<file path="config.mk">
export PLATFORM = sky130hd
export DESIGN_NAME = crank_rate_lamp_bar_unit
export DESIGN_NICKNAME = d
export VERILOG_FILES = /design/src/hw/rtl/crl_pkg.sv /design/src/hw/rtl/crl_regs.sv /design/src/hw/rtl/crl_divider.sv /design/src/hw/rtl/crl_window.sv /design/src/hw/rtl/crank_rate_lamp_bar_unit.sv
export SDC_FILE = /design/constraint.sdc
export NUM_CORES = 1
export LEC_CHECK = 0
export ABC_CLOCK_PERIOD_IN_PS = 10120
export BUFFER_PORTS_ARGS = -buffer_cell sky130_fd_sc_hd__buf_2
export CAP_MARGIN = 20
export CORE_UTILIZATION = 40
export CTS_CLUSTER_DIAMETER = 40
export CTS_CLUSTER_SIZE = 28
export DETAILED_ROUTE_END_ITERATION = 12
export PLACE_DENSITY = 0.6
export SLEW_MARGIN = 30
export SYNTH_ARGS = -nofsm -noshare
export SYNTH_HDL_FRONTEND = slang
export SYNTH_SLANG_ARGS = --single-unit
</file>
<file path="constraint.sdc">
create_clock -name clk -period 10.12 [get_ports clk]
set_clock_uncertainty 0.15 [all_clocks]
set_input_delay 1.012 -clock clk [delete_from_list [all_inputs] [get_ports clk]]
set_output_delay 1.012 -clock clk [all_outputs]
set_load 0.02 [all_outputs]
</file>
<file path="src/hw/rtl/crl_pkg.sv">
// crl_pkg: shared constants, payload structs and control types of the crank rate lamp bar.
// No dependencies; every rtl file of the block refers to it by scoped names.
package crl_pkg;

	localparam int WINDOW_DEPTH = 5;
	localparam int LAMP_COUNT   = 4;
	localparam int THRESH_REGS  = 4;

	localparam int PERIOD_W   = 22;
	localparam int TIME_W     = 32;
	localparam int RPM_W      = 13;
	localparam int TOL_W      = 13;
	localparam int INTERVAL_W = 16;
	localparam int THR_W      = 13;
	localparam int LAMP_W     = 4;

	localparam int DIV_W     = 26;
	localparam int DIV_CNT_W = $clog2(DIV_W + 1);
	localparam int CNT_W     = $clog2(WINDOW_DEPTH + 1);
	localparam int SUM_W     = RPM_W + $clog2(WINDOW_DEPTH + 1);

	localparam logic [DIV_W-1:0] RPM_NUMERATOR = DIV_W'(60000000);
	localparam logic [RPM_W-1:0] RPM_MAX       = {RPM_W{1'b1}};

	localparam int REG_COUNT = 7;
	localparam int IDX_W     = $clog2(REG_COUNT);
	localparam int ADDR_W    = IDX_W + 2;
	localparam int DATA_W    = 32;

	localparam logic [IDX_W-1:0] REG_MIN_PERIOD = IDX_W'(0);
	localparam logic [IDX_W-1:0] REG_TOLERANCE  = IDX_W'(1);
	localparam logic [IDX_W-1:0] REG_INTERVAL   = IDX_W'(2);
	localparam logic [IDX_W-1:0] REG_THR0       = IDX_W'(3);
	localparam logic [IDX_W-1:0] REG_THR1       = IDX_W'(4);
	localparam logic [IDX_W-1:0] REG_THR2       = IDX_W'(5);
	localparam logic [IDX_W-1:0] REG_THR3       = IDX_W'(6);

	localparam logic [PERIOD_W-1:0]   RST_MIN_PERIOD = PERIOD_W'(10000);
	localparam logic [TOL_W-1:0]      RST_TOLERANCE  = TOL_W'(100);
	localparam logic [INTERVAL_W-1:0] RST_INTERVAL   = INTERVAL_W'(100);
	localparam logic [THR_W-1:0]      RST_THR0       = THR_W'(50);
	localparam logic [THR_W-1:0]      RST_THR1       = THR_W'(150);
	localparam logic [THR_W-1:0]      RST_THR2       = THR_W'(250);
	localparam logic [THR_W-1:0]      RST_THR3       = THR_W'(400);

	typedef struct packed {
		logic [PERIOD_W-1:0] period_us;
		logic [TIME_W-1:0]   now_ms;
	} in_item_t;

	typedef struct packed {
		logic [LAMP_W-1:0] lamps;
		logic [RPM_W-1:0]  shown_rpm;
		logic              no_signal;
		logic              lamps_updated;
	} out_item_t;

	typedef struct packed {
		logic [PERIOD_W-1:0]                  min_period_us;
		logic [TOL_W-1:0]                     change_tolerance;
		logic [INTERVAL_W-1:0]                update_interval_ms;
		logic [THRESH_REGS-1:0][THR_W-1:0]    lamp_threshold;
	} cfg_t;

	typedef struct packed {
		logic                start;
		logic [DIV_W-1:0]    dividend;
		logic [PERIOD_W-1:0] divisor;
	} div_req_t;

	typedef struct packed {
		logic             busy;
		logic             done;
		logic [DIV_W-1:0] quotient;
	} div_rsp_t;

	typedef struct packed {
		logic             clear;
		logic             push;
		logic [RPM_W-1:0] rpm;
	} win_cmd_t;

	typedef struct packed {
		logic [SUM_W-1:0] sum;
		logic [CNT_W-1:0] count;
	} win_sts_t;

	typedef enum logic [2:0] {
		ST_IDLE,
		ST_RPM,
		ST_AVG_OLD,
		ST_AVG_NEW_GO,
		ST_AVG_NEW,
		ST_DONE
	} seq_state_t;

endpackage

</file>
<file path="src/hw/rtl/crl_regs.sv">
// crl_regs: APB-style configuration registers with read back.
// Depends on crl_pkg.
module crl_regs (
	input  logic                      clk,
	input  logic                      arst_n,
	input  logic                      psel,
	input  logic                      penable,
	input  logic                      pwrite,
	input  logic [crl_pkg::ADDR_W-1:0] paddr,
	input  logic [crl_pkg::DATA_W-1:0] pwdata,
	output logic [crl_pkg::DATA_W-1:0] prdata,
	output crl_pkg::cfg_t             cfg
);

	logic                     wr;
	logic [crl_pkg::IDX_W-1:0] idx;
	crl_pkg::cfg_t            cfg_q;

	assign wr  = psel & penable & pwrite;
	assign idx = paddr[crl_pkg::ADDR_W-1:2];
	assign cfg = cfg_q;

	always_ff @(posedge clk or negedge arst_n) begin
		if (!arst_n) begin
			cfg_q.min_period_us      <= crl_pkg::RST_MIN_PERIOD;
			cfg_q.change_tolerance   <= crl_pkg::RST_TOLERANCE;
			cfg_q.update_interval_ms <= crl_pkg::RST_INTERVAL;
			cfg_q.lamp_threshold[0]  <= crl_pkg::RST_THR0;
			cfg_q.lamp_threshold[1]  <= crl_pkg::RST_THR1;
			cfg_q.lamp_threshold[2]  <= crl_pkg::RST_THR2;
			cfg_q.lamp_threshold[3]  <= crl_pkg::RST_THR3;
		end else if (wr) begin
			unique case (idx)
				crl_pkg::REG_MIN_PERIOD: cfg_q.min_period_us <= pwdata[crl_pkg::PERIOD_W-1:0];
				crl_pkg::REG_TOLERANCE:  cfg_q.change_tolerance <= pwdata[crl_pkg::TOL_W-1:0];
				crl_pkg::REG_INTERVAL: begin
					cfg_q.update_interval_ms <= pwdata[crl_pkg::INTERVAL_W-1:0];
				end
				crl_pkg::REG_THR0: cfg_q.lamp_threshold[0] <= pwdata[crl_pkg::THR_W-1:0];
				crl_pkg::REG_THR1: cfg_q.lamp_threshold[1] <= pwdata[crl_pkg::THR_W-1:0];
				crl_pkg::REG_THR2: cfg_q.lamp_threshold[2] <= pwdata[crl_pkg::THR_W-1:0];
				crl_pkg::REG_THR3: cfg_q.lamp_threshold[3] <= pwdata[crl_pkg::THR_W-1:0];
				default: ;
			endcase
		end
	end

	always_comb begin
		unique case (idx)
			crl_pkg::REG_MIN_PERIOD: prdata = crl_pkg::DATA_W'(cfg_q.min_period_us);
			crl_pkg::REG_TOLERANCE:  prdata = crl_pkg::DATA_W'(cfg_q.change_tolerance);
			crl_pkg::REG_INTERVAL:   prdata = crl_pkg::DATA_W'(cfg_q.update_interval_ms);
			crl_pkg::REG_THR0:       prdata = crl_pkg::DATA_W'(cfg_q.lamp_threshold[0]);
			crl_pkg::REG_THR1:       prdata = crl_pkg::DATA_W'(cfg_q.lamp_threshold[1]);
			crl_pkg::REG_THR2:       prdata = crl_pkg::DATA_W'(cfg_q.lamp_threshold[2]);
			crl_pkg::REG_THR3:       prdata = crl_pkg::DATA_W'(cfg_q.lamp_threshold[3]);
			default:                 prdata = '0;
		endcase
	end

endmodule

</file>
<file path="src/hw/rtl/crl_divider.sv">
// crl_divider: shared restoring divider, one quotient bit per cycle.
// Depends on crl_pkg.
module crl_divider (
	input  logic              clk,
	input  logic              arst_n,
	input  crl_pkg::div_req_t req,
	output crl_pkg::div_rsp_t rsp
);

	logic                          busy_q;
	logic                          done_q;
	logic [crl_pkg::DIV_CNT_W-1:0] cnt_q;
	logic [crl_pkg::PERIOD_W-1:0]  rem_q;
	logic [crl_pkg::PERIOD_W-1:0]  dsr_q;
	logic [crl_pkg::DIV_W-1:0]     quo_q;
	logic [crl_pkg::PERIOD_W:0]    shifted;
	logic [crl_pkg::PERIOD_W:0]    trial;
	logic                          fit;
	logic [crl_pkg::PERIOD_W-1:0]  rem_next;

	assign shifted  = {rem_q, quo_q[crl_pkg::DIV_W-1]};
	assign trial    = shifted - {1'b0, dsr_q};
	assign fit      = ~trial[crl_pkg::PERIOD_W];
	assign rem_next = fit ? trial[crl_pkg::PERIOD_W-1:0] : shifted[crl_pkg::PERIOD_W-1:0];

	always_ff @(posedge clk or negedge arst_n) begin
		if (!arst_n) begin
			busy_q <= 1'b0;
			done_q <= 1'b0;
			cnt_q  <= '0;
		end else begin
			done_q <= 1'b0;
			if (req.start) begin
				busy_q <= 1'b1;
				cnt_q  <= crl_pkg::DIV_CNT_W'(crl_pkg::DIV_W);
			end else if (busy_q) begin
				cnt_q <= cnt_q - 1'b1;
				if (cnt_q == crl_pkg::DIV_CNT_W'(1)) begin
					busy_q <= 1'b0;
					done_q <= 1'b1;
				end
			end
		end
	end

	always_ff @(posedge clk) begin
		if (req.start) begin
			rem_q <= '0;
			dsr_q <= req.divisor;
			quo_q <= req.dividend;
		end else if (busy_q) begin
			rem_q <= rem_next;
			quo_q <= {quo_q[crl_pkg::DIV_W-2:0], fit};
		end
	end

	assign rsp.busy     = busy_q;
	assign rsp.done     = done_q;
	assign rsp.quotient = quo_q;

endmodule

</file>
<file path="src/hw/rtl/crl_window.sv">
// crl_window: rpm history window with filled marks, newest at slot 0; gives sum and count.
// Depends on crl_pkg.
module crl_window (
	input  logic              clk,
	input  logic              arst_n,
	input  crl_pkg::win_cmd_t cmd,
	output crl_pkg::win_sts_t sts
);

	logic [crl_pkg::RPM_W-1:0]  rpm_q [crl_pkg::WINDOW_DEPTH];
	logic [crl_pkg::WINDOW_DEPTH-1:0] filled_q;
	logic [crl_pkg::SUM_W-1:0]  sum;

	always_ff @(posedge clk or negedge arst_n) begin
		if (!arst_n) begin
			filled_q <= '0;
		end else if (cmd.push) begin
			for (int i = 1; i < crl_pkg::WINDOW_DEPTH; i++) begin
				filled_q[i] <= cmd.clear ? 1'b0 : filled_q[i-1];
			end
			filled_q[0] <= 1'b1;
		end else if (cmd.clear) begin
			filled_q <= '0;
		end
	end

	always_ff @(posedge clk) begin
		if (cmd.push) begin
			for (int i = 1; i < crl_pkg::WINDOW_DEPTH; i++) begin
				rpm_q[i] <= rpm_q[i-1];
			end
			rpm_q[0] <= cmd.rpm;
		end
	end

	always_comb begin
		sum = '0;
		for (int i = 0; i < crl_pkg::WINDOW_DEPTH; i++) begin
			if (filled_q[i]) begin
				sum = sum + crl_pkg::SUM_W'(rpm_q[i]);
			end
		end
	end

	assign sts.sum   = sum;
	assign sts.count = crl_pkg::CNT_W'($countones(filled_q));

endmodule

</file>
<file path="src/hw/rtl/crank_rate_lamp_bar_unit.sv">
// crank_rate_lamp_bar_unit: top level, sequencer over one shared divider.
// A no-signal request loads the result register directly on accept; otherwise it takes
// one to three divisions (rpm, old average, new average) in turn on the divider.
// A new request is taken only in idle, so not while one is in progress, and not while a
// finished result waits for the output register, which still holds an untaken result.
// Reset restores the register defaults, empties the window and turns all lamps off.
module crank_rate_lamp_bar_unit (
	input  logic                       clk,
	input  logic                       arst_n,
	input  logic                       in_valid,
	output logic                       in_ready,
	input  crl_pkg::in_item_t          in_data,
	output logic                       out_valid,
	input  logic                       out_ready,
	output crl_pkg::out_item_t         out_data,
	input  logic                       psel,
	input  logic                       penable,
	input  logic                       pwrite,
	input  logic [crl_pkg::ADDR_W-1:0] paddr,
	input  logic [crl_pkg::DATA_W-1:0] pwdata,
	output logic [crl_pkg::DATA_W-1:0] prdata,
	output logic                       pready
);

	crl_pkg::cfg_t              cfg;
	crl_pkg::div_req_t          div_req;
	crl_pkg::div_rsp_t          div_rsp;
	crl_pkg::win_cmd_t          win_cmd;
	crl_pkg::win_sts_t          win_sts;
	crl_pkg::seq_state_t        state_q, state_d;

	logic [crl_pkg::TIME_W-1:0]   now_q;
	logic [crl_pkg::RPM_W-1:0]    rpm_q;
	logic [crl_pkg::LAMP_W-1:0]   lamp_bits_q, lamp_d;
	logic [crl_pkg::TIME_W-1:0]   last_ms_q;
	crl_pkg::out_item_t           res_q, res_d, out_q;
	logic                         out_valid_q;

	logic                         accept, no_sig;
	logic                         rpm_load, res_load, lamp_load, last_load, out_load;
	logic [crl_pkg::RPM_W-1:0]    rpm_sat, avg, diff;
	logic [crl_pkg::TIME_W-1:0]   elapsed;

	crl_regs u_regs (
		.clk    (clk),
		.arst_n (arst_n),
		.psel   (psel),
		.penable(penable),
		.pwrite (pwrite),
		.paddr  (paddr),
		.pwdata (pwdata),
		.prdata (prdata),
		.cfg    (cfg)
	);

	crl_divider u_div (
		.clk   (clk),
		.arst_n(arst_n),
		.req   (div_req),
		.rsp   (div_rsp)
	);

	crl_window u_win (
		.clk   (clk),
		.arst_n(arst_n),
		.cmd   (win_cmd),
		.sts   (win_sts)
	);

	assign pready   = 1'b1;
	assign in_ready = (state_q == crl_pkg::ST_IDLE);
	assign accept   = in_valid & in_ready;
	assign no_sig   = (in_data.period_us == '0) || (in_data.period_us < cfg.min_period_us);

	assign rpm_sat = (div_rsp.quotient > crl_pkg::DIV_W'(crl_pkg::RPM_MAX)) ?
		crl_pkg::RPM_MAX : div_rsp.quotient[crl_pkg::RPM_W-1:0];
	assign avg     = div_rsp.quotient[crl_pkg::RPM_W-1:0];
	assign diff    = (avg > rpm_q) ? (avg - rpm_q) : (rpm_q - avg);
	assign elapsed = now_q - last_ms_q;

	always_comb begin
		lamp_d = '0;
		for (int i = 0; i < crl_pkg::THRESH_REGS; i++) begin
			lamp_d[i] = (i < crl_pkg::LAMP_COUNT) && (avg >= cfg.lamp_threshold[i]);
		end
	end

	always_comb begin
		state_d          = state_q;
		div_req.start    = 1'b0;
		div_req.dividend = crl_pkg::DIV_W'(win_sts.sum);
		div_req.divisor  = crl_pkg::PERIOD_W'(win_sts.count);
		win_cmd.clear    = 1'b0;
		win_cmd.push     = 1'b0;
		win_cmd.rpm      = rpm_q;
		rpm_load         = 1'b0;
		res_load         = 1'b0;
		res_d            = '{lamps: lamp_bits_q, shown_rpm: rpm_q, no_signal: 1'b0,
			lamps_updated: 1'b0};
		lamp_load        = 1'b0;
		last_load        = 1'b0;
		out_load         = 1'b0;
		unique case (state_q)
			crl_pkg::ST_IDLE: begin
				if (in_valid) begin
					if (no_sig) begin
						win_cmd.clear = 1'b1;
						lamp_load     = 1'b1;
						res_load      = 1'b1;
						res_d         = '{lamps: '0, shown_rpm: '0, no_signal: 1'b1,
							lamps_updated: 1'b0};
						state_d       = crl_pkg::ST_DONE;
					end else begin
						div_req.start    = 1'b1;
						div_req.dividend = crl_pkg::RPM_NUMERATOR;
						div_req.divisor  = in_data.period_us;
						state_d          = crl_pkg::ST_RPM;
					end
				end
			end
			crl_pkg::ST_RPM: begin
				if (div_rsp.done) begin
					rpm_load = 1'b1;
					if (win_sts.count == '0) begin
						win_cmd.push = 1'b1;
						win_cmd.rpm  = rpm_sat;
						res_load     = 1'b1;
						res_d.shown_rpm = rpm_sat;
						state_d      = crl_pkg::ST_DONE;
					end else begin
						div_req.start = 1'b1;
						state_d       = crl_pkg::ST_AVG_OLD;
					end
				end
			end
			crl_pkg::ST_AVG_OLD: begin
				if (div_rsp.done) begin
					win_cmd.push = 1'b1;
					if (diff >= cfg.change_tolerance) begin
						win_cmd.clear = 1'b1;
						res_load      = 1'b1;
						state_d       = crl_pkg::ST_DONE;
					end else if (elapsed >= crl_pkg::TIME_W'(cfg.update_interval_ms)) begin
						state_d = crl_pkg::ST_AVG_NEW_GO;
					end else begin
						res_load = 1'b1;
						state_d  = crl_pkg::ST_DONE;
					end
				end
			end
			crl_pkg::ST_AVG_NEW_GO: begin
				div_req.start = 1'b1;
				state_d       = crl_pkg::ST_AVG_NEW;
			end
			crl_pkg::ST_AVG_NEW: begin
				if (div_rsp.done) begin
					lamp_load = 1'b1;
					last_load = 1'b1;
					res_load  = 1'b1;
					res_d     = '{lamps: lamp_d, shown_rpm: rpm_q, no_signal: 1'b0,
						lamps_updated: 1'b1};
					state_d   = crl_pkg::ST_DONE;
				end
			end
			crl_pkg::ST_DONE: begin
				if (!out_valid_q || out_ready) begin
					out_load = 1'b1;
					state_d  = crl_pkg::ST_IDLE;
				end
			end
			default: state_d = crl_pkg::ST_IDLE;
		endcase
	end

	always_ff @(posedge clk or negedge arst_n) begin
		if (!arst_n) begin
			state_q     <= crl_pkg::ST_IDLE;
			out_valid_q <= 1'b0;
			lamp_bits_q <= '0;
			last_ms_q   <= '0;
		end else begin
			state_q <= state_d;
			if (out_load) begin
				out_valid_q <= 1'b1;
			end else if (out_ready) begin
				out_valid_q <= 1'b0;
			end
			if (lamp_load) begin
				lamp_bits_q <= state_q == crl_pkg::ST_IDLE ? '0 : lamp_d;
			end
			if (last_load) begin
				last_ms_q <= now_q;
			end
		end
	end

	always_ff @(posedge clk) begin
		if (accept) begin
			now_q    <= in_data.now_ms;
		end
		if (rpm_load) begin
			rpm_q <= rpm_sat;
		end
		if (res_load) begin
			res_q <= res_d;
		end
		if (out_load) begin
			out_q <= res_q;
		end
	end

	assign out_valid = out_valid_q;
	assign out_data  = out_q;

	a_accept_leaves_idle: assert property (@(posedge clk) disable iff (!arst_n)
		accept |=> state_q != crl_pkg::ST_IDLE)
		else $error("sequencer stayed idle after a request");

	a_no_signal_dark: assert property (@(posedge clk) disable iff (!arst_n)
		out_valid && out_data.no_signal |-> out_data.lamps == '0 && out_data.shown_rpm == '0)
		else $error("no-signal result carries lamps or rpm");

	a_update_excl: assert property (@(posedge clk) disable iff (!arst_n)
		out_valid |-> !(out_data.no_signal && out_data.lamps_updated))
		else $error("lamp update flagged on a no-signal result");

	a_div_start_free: assert property (@(posedge clk) disable iff (!arst_n)
		div_req.start |-> !div_rsp.busy)
		else $error("divider started while busy");

	a_idle_div_free: assert property (@(posedge clk) disable iff (!arst_n)
		state_q == crl_pkg::ST_IDLE |-> !div_rsp.busy)
		else $error("divider busy while sequencer idle");

endmodule
</file>
Word-level counts from Yosys, hierarchy flattened
Memories as Yosys holds them, arrays and structs flattened. Cells that the tools add are included.

Bits of input ports: 98. Register bits after elaboration: 308. Output and inout port bits: 54. Bits in writable memories: 65. Memories kept: 1.

Memories: u_win.rpm_q (depth 5, bits a word 13, read ports 5, clocked after Yosys merged registers in 0, write ports 5, line crl_window.sv:10) `logic [crl_pkg::RPM_W-1:0] rpm_q [crl_pkg::WINDOW_DEPTH];`.

Bitwise gates (word level): 6. Reduce and logical (&&, ||, !) cells: 19. Equal/unequal tests: 17. Order comparisons: 9. $add $sub $neg: 13. Muxes and demuxes: 75.

Operator list (count): 22-bit case mux with 7 select lines (1); 49-bit 2-to-1 mux (2); 13-bit 2-to-1 mux (6); 13-bit greater-or-equal comparator (5); 16-bit 2-to-1 mux (4); 19-bit 2-to-1 mux (3); 26-bit 2-to-1 mux (2); 16-bit by 13-bit adder with 16-bit output (3); 48-bit 2-to-1 mux (1); 13-bit case mux with 3 select lines (1); 32-bit by 16-bit greater-or-equal comparator with 1-bit output (1); 32-bit subtractor (1); 1-bit 2-to-1 mux (29); 14-bit 2-to-1 mux (2); 3-bit 2-to-1 mux (9); 26-bit by 13-bit greater-than comparator with 1-bit output (second input constant) (1); 13-bit subtractor (2); 23-bit by 22-bit subtractor with 23-bit output (1); 22-bit logical NOT (1); 22-bit < comparator (1); 22-bit 2-to-1 mux (1); 5-bit 2-to-1 mux (4); 3-bit case mux with 6 select lines (1); 3-bit equality test (second input constant) (5); other kinds (27) (52).

Depth between registers and ports, before layout
An unclocked memory read counts as a cell.

Word-level depth: 14. Mapped depth: 37.

By module
From an unflattened synthesis, not the netlist that was laid out.

Cell total of the unflattened synthesis: 2510. Area, all modules: 25283.0 um2.

By module, submodules not included: crank_rate_lamp_bar_unit (times used 1, sequential area each 3493.4 um2, cells each 1212, area each 10600.2 um2); crl_window (times used 1, sequential area each 2077.0 um2, cells each 536, area each 5437.7 um2); crl_regs (times used 1, sequential area each 2611.3 um2, cells each 352, area each 4913.5 um2); crl_divider (times used 1, sequential area each 2057.0 um2, cells each 410, area each 4331.7 um2).

Worst setup path after synthesis
Ideal clock, no wire load.

Path type: flip-flop to flip-flop. Start point: register u_win.filled_q[4] in the netlist's numbering. End point: register res_q[0] in the netlist's numbering, enable pin. Slack: 2.637 ns. Clock period less this slack: 7.483 ns. Arrival: 6.926 ns. Stages on the path, launching flop included: 10. Path buffers: 1. Library setup time: 0.407 ns. Path through: dfrtp_1 clkbuf_1 inv_2 fa_1 fa_1 and3_1 nand2_1 a21oi_1 nor3_1 a31oi_1.

Longest elaborated chain between the ends: 5.

Ends and longest elaborated chain: from (decl) (line crl_window.sv:11) `logic [crl_pkg::WINDOW_DEPTH-1:0] filled_q;`; from (signal, indexed assignment) (line crl_window.sv:19) `filled_q[i] <= cmd.clear ? 1'b0 : filled_q[i-1];`; 3-bit by 1-bit adder with 3-bit output (not written as such) (line crl_window.sv:46) `assign sts.count = crl_pkg::CNT_W'($countones(filled_q));`; 3-bit logical NOT (line crank_rate_lamp_bar_unit.sv:124) `if (win_sts.count == '0) begin`; 1-bit 2-to-1 mux (line crank_rate_lamp_bar_unit.sv:124); 1-bit 2-to-1 mux (line crank_rate_lamp_bar_unit.sv:122) `if (div_rsp.done) begin`; 1-bit case mux with 4 select lines (line crank_rate_lamp_bar_unit.sv:103) `unique case (state_q)`; named net res_load (line crank_rate_lamp_bar_unit.sv:40) `logic rpm_load, res_load, lamp_load, last_load, out_load;`; to (signal assigned) (line crank_rate_lamp_bar_unit.sv:205) `res_q <= res_d;`; to (decl) (line crank_rate_lamp_bar_unit.sv:36) `crl_pkg::out_item_t res_q, res_d, out_q;`.

The timed path passes the listed nets, and every way through them passes these cells. A chain may end at the register's enable or synchronous reset.

Final worst setup path
Start point: register u_win.filled_q[0] in the netlist's numbering. End point: register u_div.quo_q[14] in the netlist's numbering (data pin).

Longest elaborated chain between the ends: 13. Elaborated cells on any way between the ends: 20.

Ends and longest elaborated chain: 13-bit 2-to-1 mux (line crl_window.sv:39) `if (filled_q[i]) begin`; 13-bit by 13-bit adder with 14-bit output (line crl_window.sv:40) `sum = sum + crl_pkg::SUM_W'(rpm_q[i]);`; 16-bit 2-to-1 mux (line crl_window.sv:39); 16-bit by 13-bit adder with 16-bit output (line crl_window.sv:40); 16-bit 2-to-1 mux (line crl_window.sv:39); 16-bit by 13-bit adder with 16-bit output (line crl_window.sv:40); 16-bit 2-to-1 mux (line crl_window.sv:39); 16-bit by 13-bit adder with 16-bit output (line crl_window.sv:40); 16-bit 2-to-1 mux (line crl_window.sv:39); 49-bit 2-to-1 mux (line crank_rate_lamp_bar_unit.sv:106) `if (no_sig) begin`; 49-bit 2-to-1 mux (line crank_rate_lamp_bar_unit.sv:105) `if (in_valid) begin`; 48-bit 2-to-1 mux (line crank_rate_lamp_bar_unit.sv:103); 26-bit 2-to-1 mux (*) (line crl_divider.sv:47) `if (req.start) begin`; to (signal assigned) (line crl_divider.sv:50) `quo_q <= req.dividend;`; to (signal assigned) (line crl_divider.sv:53) `quo_q <= {quo_q[crl_pkg::DIV_W-2:0], fit};`; to (decl) (line crl_divider.sv:15) `logic [crl_pkg::DIV_W-1:0] quo_q;`.

Mark *: on every way between the ends. The rest lies on a longest branch, timed or not.

==> run_results.csv <==
group,metric,value,unit
setup_path,critPathSlowestCell,"sky130_fd_sc_hd__dfrtp_1",
setup_path,cp_data_arrival_time,8880,ps
route,detailed_routing_iteration_count_for_the_pre_antenna_repair_pass,6,
placed_design,numPlacedInstances,3476,
clock_network,cts_tree,"built",
route,post-route-drc-count,0,
yosys,synth.cell_area,0.0247,mm2
power_and_ir_drop,static-leakage-power,12.5,nW
placed_design,placement.setup.worst_slack,1640,ps
route,totalWireLength,68.6,mm
clock_network,cts.sinks,373,
timing,relative_slew_slack,41.7,%
layout,postLayoutCellArea,0.0288,mm2
global_routing,remaining_global_route_overflow,0,
layout,multiInputGateArea,0.0132,mm2
setup_path,critical_path.max_stage_delay,700,ps
run_status,outcome,"finished clean",
floorplan,ioPinCount,152,
placed_design,placedInstanceArea,0.0262,mm2
timing,timing.setup.tns,0,ps
layout,finish.net_count,3112,
floorplan,core_region_area,0.0607,mm2
setup_path,cp.required,10330,ps
route,first_iter_violations,1633,
setup_path,crit_fanout,24,
global_routing,grt_antenna_before_repair,1,
global_routing,first_global_vias,19400,
clock_network,worst_setup_hold_path_clk_slew,60,ps
setup_path,capturing_element_type_of_the_critical_path,"flip-flop",
hold_path,hold_path.class,"flip-flop to flip-flop",
setup_path,type_of_the_worst_setup_path,"flip-flop to flip-flop",
floorplan,chipWidth,251,um
route,post_drt_via_cell_ratio,5.55,
global_routing,grt_start_max_net_pins,94,
clock_network,number_of_clock_buffers_inserted_by_tritoncts,71,
layout,fillCellCount,5671,
setup_path,critical_path.most_common_cell,"sky130_fd_sc_hd__ha_1",
floorplan,rows,90,
yosys,synthFlopType,"sky130_fd_sc_hd__edfxtp_1",
timing,final_hold_viol_count,0,
layout,post_layout_nonfiller_instances,3610,
yosys,synthesized_instance_count,2629,
job,timing.max_cap.violations,0,
clock_network,ctsHtreeMaxLevel,3,
placed_design,io_buffer_count,128,
timing,layout_setup_ws,1450,ps
placed_design,gp_congestion,0.905,
clock_network,clock-root-buffer,"sky130_fd_sc_hd__clkbuf_16",
layout,layout.cells.most_common_list,"sky130_fd_sc_hd__nand2_1 (288), sky130_fd_sc_hd__o21ai_0 (271), sky130_fd_sc_hd__inv_1 (251)",
floorplan,die_area,0.0629,mm2
yosys,synth.yosys.warnings,0,
timing,final.hold.worst_slack,271,ps
timing,clock.fmax,0.115,GHz
global_routing,wire_length_of_the_first_global_routing_pass,108,mm
floorplan,dieHeight,251,um
timing,transition_time_of_the_tightest_slew_check_pin,875,ps
route,routed_wire_length_per_instance,19.0,um
route,postRouteAntennaNets,0,
layout,final_common_cell,"sky130_fd_sc_hd__nand2_1",
clock_network,cts.repair_timing.setup_buffer_count,0,
floorplan,start_util,40.8,%
timing,finalSetupViolations,0,
clock_network,cts.hold.buffers_added,0,
layout,storage_cell_area,0.0102,mm2
layout,syn2layout_area_growth,16.3,%
global_routing,grt_use_total,21.8,%
setup_path,worst_setup_path_start_kind,"flip-flop",
yosys,share_of_async_settable_or_async_resettable_flops_after_synthesis,41.6,%
yosys,syn_area_per_cell,9.41,um2
placed_design,post-dp-hpwl,50.4,mm
clock_network,cts.path.max_buffers,3,
timing,finalMaxSlewViolations,0,
power_and_ir_drop,worst_ir_drop_vdd,147,uV
clock_network,postCtsResizedCells,0,
power_and_ir_drop,design_power_total,8.06,mW
yosys,synthDistinctLibCells,104,
clock_network,worst_skew_pair.late_latency,630,ps
route,via_count,20000,
yosys,yosys_register_bits,373,
power_and_ir_drop,cellPowerDensity,280,mW/mm2
layout,final_layout_size_suffix_gt1_share,14.1,%
layout,share_of_the_core_filled_with_cells,47.4,%
yosys,synth-edff-count,196,
timing,grt_setup_unrepaired,"false",
yosys,synth_sequential_area_ratio,41.4,%
timing,post-route-min-period,8670,ps
timing,final_min_period_over_clock_period,85.6,%
[power by group]
group          total [mW]  switching [mW]  leakage [nW]  internal [mW]
logic                3.30            1.92          7.33           1.38
registers            2.26           0.274          3.89           1.99
clock network        2.49           0.959          1.23           1.53
total                8.06            3.16          12.5           4.90
[worst max-delay path, delay by kind of cell (launching register included)]
| kind | cells | cell delay, ps |
|---|---|---|
| compound gates | 16 | 3590 |
| buf+inv | 2 | 210 |
| simple gates | 8 | 1470 |
| xor+xnor | 2 | 350 |
| mux | 2 | 360 |
| fa+ha+maj | 5 | 1550 |
| flops | 1 | 700 |
[path summary, 6_finish.rpt]
| check | startpoint | slack (ps) | cells past startpoint | end |
|---|---|---|---|---|
| max | u_win.filled_q[0]$_DFFE_PN0P_ | 1450 | 35 | u_div.quo_q[14]$_DFFE_PP_ |
| min | res_q[15]$_DFFE_PP_ | 270 | 0 | out_data[15]$_DFFE_PP_ |
| max reg2reg | u_win.filled_q[0]$_DFFE_PN0P_ | 1450 | 35 | u_div.quo_q[14]$_DFFE_PP_ |
| min reg2reg | res_q[15]$_DFFE_PP_ | 270 | 0 | out_data[15]$_DFFE_PP_ |
| max in group asynchronous | arst_n | 8110 | 2 | u_regs.cfg[61]$_DFFE_PN0P_ |
| min in group asynchronous | arst_n | 290 | 1 | last_ms_q[21]$_DFFE_PN0P_ |
[kinds of logic (layout without fill, tap and decap cells)]
family	after synthesis	in the layout	synth area share, %
buffers and inverters	358	546	5.82
muxes	82	82	3.91
DFF	373	373	41.4
AOI/OAI and AO/OA	730	730	18.7
adders and majority gates	247	247	12.8
other	2	13	0.0303
xor gates and xnor gates	84	84	3.05
and+or+nand+nor	753	753	14.4
[final cells by class]
| cell class | count | share of cell area, % |
|---|---|---|
| Antenna cell | 2 | 0.0174 |
| Clock buffer | 74 | 6.35 |
| Inverter | 256 | 3.34 |
| Clock inverter | 58 | 2.43 |
| Sequential cell | 373 | 35.6 |
| Multi-Input combinational cell | 1907 | 45.8 |
| Timing Repair Buffer | 158 | 3.12 |
| Tap cell | 782 | 3.40 |
[flip-flops by register name, summed over array words and instances (netlist names), 22 cells and up]
| signal | flops |
|---|---|
| u_win.rpm_q | 65 |
| now_q | 32 |
| u_div.dsr_q | 22 |
| u_div.rem_q | 22 |
| u_regs.cfg | 103 |
| u_div.quo_q | 26 |
| last_ms_q | 32 |
[cells in the mapped netlist (all sizes together), types with 11 or more instances]
| cell | count | share of area [%] |
|---|---|---|
| inv | 253 | 3.8 |
| mux2 | 25 | 1.2 |
| dfrtp | 128 | 13 |
| and2 | 36 | 0.91 |
| or3 | 17 | 0.43 |
| nand3 | 42 | 0.87 |
| a21boi | 12 | 0.38 |
| nor3b | 11 | 0.33 |
| xor2 | 33 | 1.2 |
| a21oi | 153 | 3.1 |
| clkbuf | 67 | 1.1 |
| mux2i | 48 | 1.9 |
| buf | 34 | 0.85 |
| nor2b | 35 | 0.88 |
| nor2 | 156 | 2.4 |
| a211oi | 14 | 0.42 |
| xnor2 | 51 | 1.9 |
| a31oi | 18 | 0.54 |
| dfstp | 27 | 2.9 |
| o21ai | 274 | 5.6 |
| ha | 238 | 12 |
| nor4 | 13 | 0.33 |
| nand2b | 23 | 0.58 |
| a21o | 52 | 1.6 |
| dfxtp | 22 | 1.8 |
| nand2 | 288 | 4.4 |
| edfxtp | 196 | 24 |
| o31ai | 15 | 0.46 |
| o2111ai | 12 | 0.42 |
| o211ai | 16 | 0.49 |
| and3 | 18 | 0.48 |
| o21bai | 11 | 0.33 |
| nand4 | 26 | 0.66 |
| o21a | 55 | 1.7 |
| nor3 | 54 | 1.1 |
[layer usage]
| metal | part of all wire (%) | routed length, um | global-route usage [%] | up-vias |
|---|---|---|---|---|
| met4 | 2.0 | 1400 | 6.91 | 0 |
| met2 | 45 | 31100 | 34.4 | 508 |
| met1 | 48 | 32700 | 30.7 | 9711 |
| met3 | 4.9 | 3350 | 3.10 | 101 |
| met5 | 0 | 0 | 0 | - |
| li1 | - | - | - | 9723 |
No activity file was read; power rests on OpenSTA's default activity.
